--- config.mk ---
export PLATFORM = sky130hd
export DESIGN_NAME = canonical_kmer_extractor
export DESIGN_NICKNAME = d
export VERILOG_FILES = /design/src/rtl/ckx_pkg.sv /design/src/rtl/ckx_cell.sv /design/src/rtl/canonical_kmer_extractor.sv
export SDC_FILE = /design/constraint.sdc
export NUM_CORES = 1
export LEC_CHECK = 0
export BUFFER_PORTS_ARGS = -buffer_cell sky130_fd_sc_hd__buf_2
export CORE_ASPECT_RATIO = 1.75
export CORE_MARGIN = 1.5
export CORE_UTILIZATION = 25
export DETAILED_ROUTE_END_ITERATION = 10
export PLACE_DENSITY_LB_ADDON = 0.15
export SYNTH_ARGS = -nofsm -noshare
export SYNTH_HDL_FRONTEND = slang
export SYNTH_HIERARCHICAL = 1
export SYNTH_SLANG_ARGS = --single-unit
--- constraint.sdc ---
create_clock -name clk_i -period 10.14 [get_ports clk_i]
set_clock_uncertainty 0.2 [all_clocks]
set_input_delay 1.014 -clock clk_i [delete_from_list [all_inputs] [get_ports clk_i]]
set_output_delay 1.014 -clock clk_i [all_outputs]
set_load 0.005 [all_outputs]
--- src/rtl/ckx_pkg.sv ---
package ckx_pkg;

  localparam int unsigned MaxK    = 32;
  localparam int unsigned BaseW   = 2;
  localparam int unsigned KeyW    = 2 * MaxK;
  localparam int unsigned CntW    = $clog2(MaxK + 1);
  localparam int unsigned IdxW    = (MaxK > 1) ? $clog2(MaxK) : 1;
  localparam int unsigned KLenW   = 6;
  localparam int unsigned PAddrW  = 3;
  localparam int unsigned PDataW  = 32;

  // Register word index, taken from paddr[PAddrW-1:2]
  localparam logic [PAddrW-3:0] RegKmerLength = '0;

  localparam logic [KLenW-1:0] KmerLengthReset = KLenW'(21);

  typedef struct packed {
    logic [1:0] base;
    logic       is_base;
    logic       new_read;
  } in_item_t;

  typedef struct packed {
    logic [KeyW-1:0] canonical_key;
    logic            from_forward;
  } out_item_t;

  // Broadcast control from the top level to every cell
  typedef struct packed {
    logic             load;   // an item is taken this cycle
    logic             flush;  // non-base: zero the whole row
    logic             clear;  // new read: drop old contents before the shift
    logic [BaseW-1:0] base;
    logic [IdxW-1:0]  km1;    // effective k minus one
  } cell_ctrl_t;

endpackage

--- src/rtl/ckx_cell.sv ---
module ckx_cell (
  input  logic                    clk_i,
  input  logic                    rst_ni,
  input  logic [ckx_pkg::IdxW-1:0]  idx_i,
  input  ckx_pkg::cell_ctrl_t     ctrl_i,
  input  logic [ckx_pkg::BaseW-1:0] fwd_i,   // from the cell one position lower
  input  logic [ckx_pkg::BaseW-1:0] rev_i,   // masked, from the cell one position higher
  output logic [ckx_pkg::BaseW-1:0] fwd_o,
  output logic [ckx_pkg::BaseW-1:0] rev_o,   // stored reverse digit, masked to k
  output logic [ckx_pkg::BaseW-1:0] fwd_d_o,
  output logic [ckx_pkg::BaseW-1:0] rev_d_o
);

  logic [ckx_pkg::BaseW-1:0] fwd_q, fwd_d;
  logic [ckx_pkg::BaseW-1:0] rev_q, rev_d;
  logic                      active;
  logic [ckx_pkg::BaseW-1:0] src_fwd, src_rev;

  assign active  = (idx_i <= ctrl_i.km1);
  assign src_fwd = ctrl_i.clear ? '0 : fwd_i;
  assign src_rev = ctrl_i.clear ? '0 : rev_i;

  always_comb begin
    fwd_d = fwd_q;
    rev_d = rev_q;
    if (ctrl_i.load) begin
      if (ctrl_i.flush || !active) begin
        fwd_d = '0;
        rev_d = '0;
      end else begin
        // forward key shifts toward higher positions, new base at the bottom
        fwd_d = (idx_i == '0) ? ctrl_i.base : src_fwd;
        // reverse key shifts down, complement enters at the top position
        rev_d = (idx_i == ctrl_i.km1) ? ~ctrl_i.base : src_rev;
      end
    end
  end

  always_ff @(posedge clk_i or negedge rst_ni) begin
    if (!rst_ni) begin
      fwd_q <= '0;
      rev_q <= '0;
    end else begin
      fwd_q <= fwd_d;
      rev_q <= rev_d;
    end
  end

  assign fwd_o   = fwd_q;
  assign rev_o   = active ? rev_q : '0;
  assign fwd_d_o = fwd_d;
  assign rev_d_o = rev_d;

endmodule

--- src/rtl/canonical_kmer_extractor.sv ---
// Canonical k-mer extractor.
// Input channel: one base item per accepted handshake (base code, is_base,
// new_read). Output channel: one canonical k-mer item (2k-bit key, strand
// flag) for every valid base once k valid bases have been taken in a row.
// Non-base items and items before the row is full give no output item.
// Configuration: APB-style port, register 0 (byte address 0) holds
// kmer_length; 0 acts as 1 and values above 32 act as 32. Write it only
// while the block is idle.
// Throughput: one item per cycle while in_ready_o is high. The row of 32
// base cells shifts and the 64-bit compare feeding the output register sits
// in the same cycle, so the rate is bound by that shift-compare path.
// Output: a result item shows on the output in the cycle after its base item
// is accepted.
// Reset: both keys, the fill count and the output valid flag clear; the
// length register returns to 21.
// Stall: the output register holds its item while out_ready_i is low; the
// input keeps flowing while the output register is free or being drained
// in the same cycle, otherwise in_ready_o drops.
module canonical_kmer_extractor (
  input  logic                             clk_i,
  input  logic                             rst_ni,
  // base items
  input  logic                             in_valid_i,
  output logic                             in_ready_o,
  input  ckx_pkg::in_item_t                in_item_i,
  // k-mer items
  output logic                             out_valid_o,
  input  logic                             out_ready_i,
  output ckx_pkg::out_item_t               out_item_o,
  // configuration
  input  logic                             psel_i,
  input  logic                             penable_i,
  input  logic                             pwrite_i,
  input  logic [ckx_pkg::PAddrW-1:0]       paddr_i,
  input  logic [ckx_pkg::PDataW-1:0]       pwdata_i,
  output logic [ckx_pkg::PDataW-1:0]       prdata_o,
  output logic                             pready_o
);

  localparam int unsigned MaxK  = ckx_pkg::MaxK;
  localparam int unsigned BaseW = ckx_pkg::BaseW;
  localparam int unsigned IdxW  = ckx_pkg::IdxW;
  localparam int unsigned CntW  = ckx_pkg::CntW;
  localparam int unsigned KLenW = ckx_pkg::KLenW;

  // ---------------------------------------------------------------------------
  // Configuration register
  // ---------------------------------------------------------------------------
  logic [KLenW-1:0] kmer_length_q, kmer_length_d;
  logic             reg_sel;
  logic             cfg_write;

  assign pready_o  = 1'b1;
  assign reg_sel   = (paddr_i[ckx_pkg::PAddrW-1:2] == ckx_pkg::RegKmerLength);
  assign cfg_write = psel_i && penable_i && pwrite_i && pready_o;

  always_comb begin
    kmer_length_d = kmer_length_q;
    if (cfg_write && reg_sel) begin
      kmer_length_d = pwdata_i[KLenW-1:0];
    end
  end

  always_ff @(posedge clk_i or negedge rst_ni) begin
    if (!rst_ni) begin
      kmer_length_q <= ckx_pkg::KmerLengthReset;
    end else begin
      kmer_length_q <= kmer_length_d;
    end
  end

  assign prdata_o = reg_sel ? {{(ckx_pkg::PDataW - KLenW){1'b0}}, kmer_length_q} : '0;

  // Effective k minus one: clamp 0 up to 1 and anything above MaxK down to MaxK
  logic [IdxW-1:0] km1;
  logic [KLenW-1:0] k_eff;

  always_comb begin
    if (kmer_length_q == '0) begin
      k_eff = KLenW'(1);
    end else if (kmer_length_q > KLenW'(MaxK)) begin
      k_eff = KLenW'(MaxK);
    end else begin
      k_eff = kmer_length_q;
    end
  end

  assign km1 = IdxW'(k_eff - KLenW'(1));

  // ---------------------------------------------------------------------------
  // Handshake
  // ---------------------------------------------------------------------------
  logic in_fire;
  logic out_valid_q, out_valid_d;

  assign in_ready_o = !out_valid_q || out_ready_i;
  assign in_fire    = in_valid_i && in_ready_o;

  // ---------------------------------------------------------------------------
  // Fill count: valid bases since the last clear, saturating at MaxK
  // ---------------------------------------------------------------------------
  logic [CntW-1:0] fill_q, fill_d;
  logic [CntW-1:0] fill_base;
  logic [CntW-1:0] fill_inc;
  logic            emit;

  assign fill_base = in_item_i.new_read ? '0 : fill_q;
  assign fill_inc  = (fill_base == CntW'(MaxK)) ? fill_base : fill_base + CntW'(1);
  assign emit      = in_fire && in_item_i.is_base && (fill_inc >= CntW'(k_eff));

  always_comb begin
    fill_d = fill_q;
    if (in_fire) begin
      fill_d = in_item_i.is_base ? fill_inc : '0;
    end
  end

  always_ff @(posedge clk_i or negedge rst_ni) begin
    if (!rst_ni) begin
      fill_q <= '0;
    end else begin
      fill_q <= fill_d;
    end
  end

  // ---------------------------------------------------------------------------
  // Row of base cells
  // ---------------------------------------------------------------------------
  ckx_pkg::cell_ctrl_t ctrl;

  assign ctrl.load  = in_fire;
  assign ctrl.flush = !in_item_i.is_base;
  assign ctrl.clear = in_item_i.new_read;
  assign ctrl.base  = in_item_i.base;
  assign ctrl.km1   = km1;

  logic [BaseW-1:0] fwd_q_c [MaxK];
  logic [BaseW-1:0] rev_q_c [MaxK];
  logic [BaseW-1:0] fwd_d_c [MaxK];
  logic [BaseW-1:0] rev_d_c [MaxK];
  logic [ckx_pkg::KeyW-1:0] fwd_next, rev_next;

  for (genvar i = 0; i < MaxK; i++) begin : g_cell
    logic [BaseW-1:0] fwd_in, rev_in;

    if (i == 0) begin : g_lo
      assign fwd_in = '0;
    end else begin : g_mid_lo
      assign fwd_in = fwd_q_c[i-1];
    end

    if (i == MaxK - 1) begin : g_hi
      assign rev_in = '0;
    end else begin : g_mid_hi
      assign rev_in = rev_q_c[i+1];
    end

    ckx_cell u_cell (
      .clk_i   (clk_i),
      .rst_ni  (rst_ni),
      .idx_i   (IdxW'(i)),
      .ctrl_i  (ctrl),
      .fwd_i   (fwd_in),
      .rev_i   (rev_in),
      .fwd_o   (fwd_q_c[i]),
      .rev_o   (rev_q_c[i]),
      .fwd_d_o (fwd_d_c[i]),
      .rev_d_o (rev_d_c[i])
    );

    assign fwd_next[BaseW*i +: BaseW] = fwd_d_c[i];
    assign rev_next[BaseW*i +: BaseW] = rev_d_c[i];
  end

  // ---------------------------------------------------------------------------
  // Output register: pick the smaller key of the updated row
  // ---------------------------------------------------------------------------
  ckx_pkg::out_item_t out_q, out_d;
  logic               fwd_lt;

  assign fwd_lt = (fwd_next < rev_next);

  always_comb begin
    out_d       = out_q;
    out_valid_d = out_valid_q && !out_ready_i;
    if (emit) begin
      out_valid_d         = 1'b1;
      out_d.canonical_key = fwd_lt ? fwd_next : rev_next;
      out_d.from_forward  = fwd_lt;
    end
  end

  always_ff @(posedge clk_i or negedge rst_ni) begin
    if (!rst_ni) begin
      out_valid_q <= 1'b0;
    end else begin
      out_valid_q <= out_valid_d;
    end
  end

  always_ff @(posedge clk_i) begin
    out_q <= out_d;
  end

  assign out_valid_o = out_valid_q;
  assign out_item_o  = out_q;

endmodule

==> out/summary.txt <==
outcome: finished, final reports clean
Setup Viol. Count Final: 0
CP max stage delay: 0.61 ns
Final ANT Viol Nets: 0
vias in the first global route: 15550
Tot GR Track Use: 0.1403
Syn Inst Count: 1862
number of DRC markers in iteration 0: 377
FP Rows: 130
f_max: 0.1249 GHz
data arrival time of the critical path: 8.13 ns
Worst Setup SP: kmer_length_q[3]
hold buffers post-CTS: 0
DR vias/cell: 4.441
total length of routed met2 wires: 27.71 mm
flop2flop setup slack: 2.13 ns
GR Overflow Total: 0
Post-Synthesis Mean Instance Area: 9.743 µm²
Die X: 206.6 µm
clk_lat worst skew: 0.58 ns
via count: 14460
DR WL met3: 1.318 mm
layout filler cell count: 7490
# resized after CTS: 0
number of max-cap violations: 0
Mapped Area: 0.01814 mm²
clock buffer depth: 3
Port Buf Inserts: 90
DP Area: 0.02107 mm²
post-layout min period: 8.006 ns
chip height: 359.4 µm
synth warn: 6
H-tree depth: 1
Critical Path RT: 10.26 ns
commonest non-fill, non-tap cell in the layout: conb_1
cell with the most instances on the worst path: ha_1
crit start category: register
Least-Margin Pin Slew: 1.135 ns
VDD IR max: 0.0001940 V
pin count of the biggest net entering global routing: 70
Area Overhead vs Synth: 20.53%
met1 wire length: 20.40 mm
CP Max Fanout: 33
die area: 0.07425 mm²
Num CTS Buffers: 24
Nets: 2592
initial antenna violation count: 0
CP Capture Type: register
share of layout cells above drive strength 1: 0.1527
endpoints failing hold: 0
post-route DRC violation count: 0
worst r2r src: kmer_length_q[3]
crit share post-route: 0.7895
final instance area: 0.02186 mm²
core area: 0.07173 mm²
Post-Route WL: 50.95 mm
Max Slew Vio Count: 0
clock root buffer: clkbuf_16
Top Layer Used: met4
Power, Total: 3.796 mW
Boundary Pins: 146
first-pass GRT wire length: 81.91 mm
setup TNS: 0 ns
clk slew on worst S/H paths: 0.06 ns
worst hold path type: in2async
pwr dens: 173.6 mW/mm²
critical path class: reg2reg
TritonCTS clock tree: done
final weighted congestion in routability-driven placement: 0.7639
Antenna Cells: 0
postcts setup bufs: 0
initial core utilization: 0.2529
slew margin rel.: 0.2423
Slowest cell on crit path: xor2_4
clock tree sinks: 206
TritonRoute pass-1 iters: 4
drt wl/cell: 15.65 µm
commonest non-fill, non-tap cells in the layout: conb_1 (351), inv_1 (326), ha_1 (232)
post-DP HPWL: 37.67 mm
unrepaired setup endpoints after global routing: no
Pleak: 10.16 nW
sequential cell area: 0.005484 mm²
area of the multi-input gates: 0.01256 mm²
==> where the power goes <==
group / total (mW) / switching [mW] / internal, mW
registers: 0.930 / 0.0225 / 0.908
clock network: 0.926 / 0.388 / 0.538
logic: 1.94 / 1.19 / 0.750
==> final timing paths <==
path	to	cells after the start
setup reg to reg	out_item_o[51]	25
hold / removal	g_cell[23].u_cell/rev_q[0]	1
setup / recovery	out_item_o[51]	25
max in group asynchronous	g_cell[6].u_cell/fwd_o[0]	3
hold reg to reg	fill_q[1]	2
min in group clk_i	fill_q[1]	2
==> critical path: cells and delay by family, from the launching register on <==
family | cells | cell delay (ns)
buffers and inverters | 5 | 1.29
flip-flops | 1 | 0.42
AND/OR/NAND/NOR | 5 | 1.26
multiplexers | 1 | 0.39
adder cells (fa/ha/maj) | 3 | 0.94
AO/OA/AOI/OAI | 10 | 2.57
XOR/XNOR | 1 | 0.61
==> registers in the layout, indices dropped and copies added (netlist names) <==
register / cells
fill_q: 6
g_cell.u_cell/fwd_o: 64
g_cell.u_cell/rev_q: 64
kmer_length_q: 6
out_item_o: 65
out_valid_o: 1
==> area by class of cell <==
type	count	share of cell area
flip-flops and latches	206	0.2508
clock inverters	6	0.005322
multi-input cells	1644	0.5744
inverters	328	0.05637
repair buffers	110	0.02901
well taps	924	0.05288
clock buffers	38	0.03124
==> per-stage QoR <==
step | hold WS, ns | util | cells | setup WS (ns)
2_1_floorplan | 0.2634 | - | 2211 | 1.986
3_3_place_gp | 0.2875 | 0.2937 | 3212 | 1.864
3_5_place_dp | 0.2875 | 0.2937 | 3212 | 1.784
4_1_cts | 0.1080 | 0.3048 | 3256 | 1.759
5_1_grt | 0.1477 | 0.3048 | 3256 | 1.607
6_report | 0.1364 | 0.3048 | 3256 | 2.134
==> routing by layer <==
metal  GRT usage  vias up
met5           0        -
met4     0.04788        0
met3     0.01206       65
met2      0.2742      179
met1      0.1534     6926
li1            -     7290
Power figures use the tool's default switching activity.
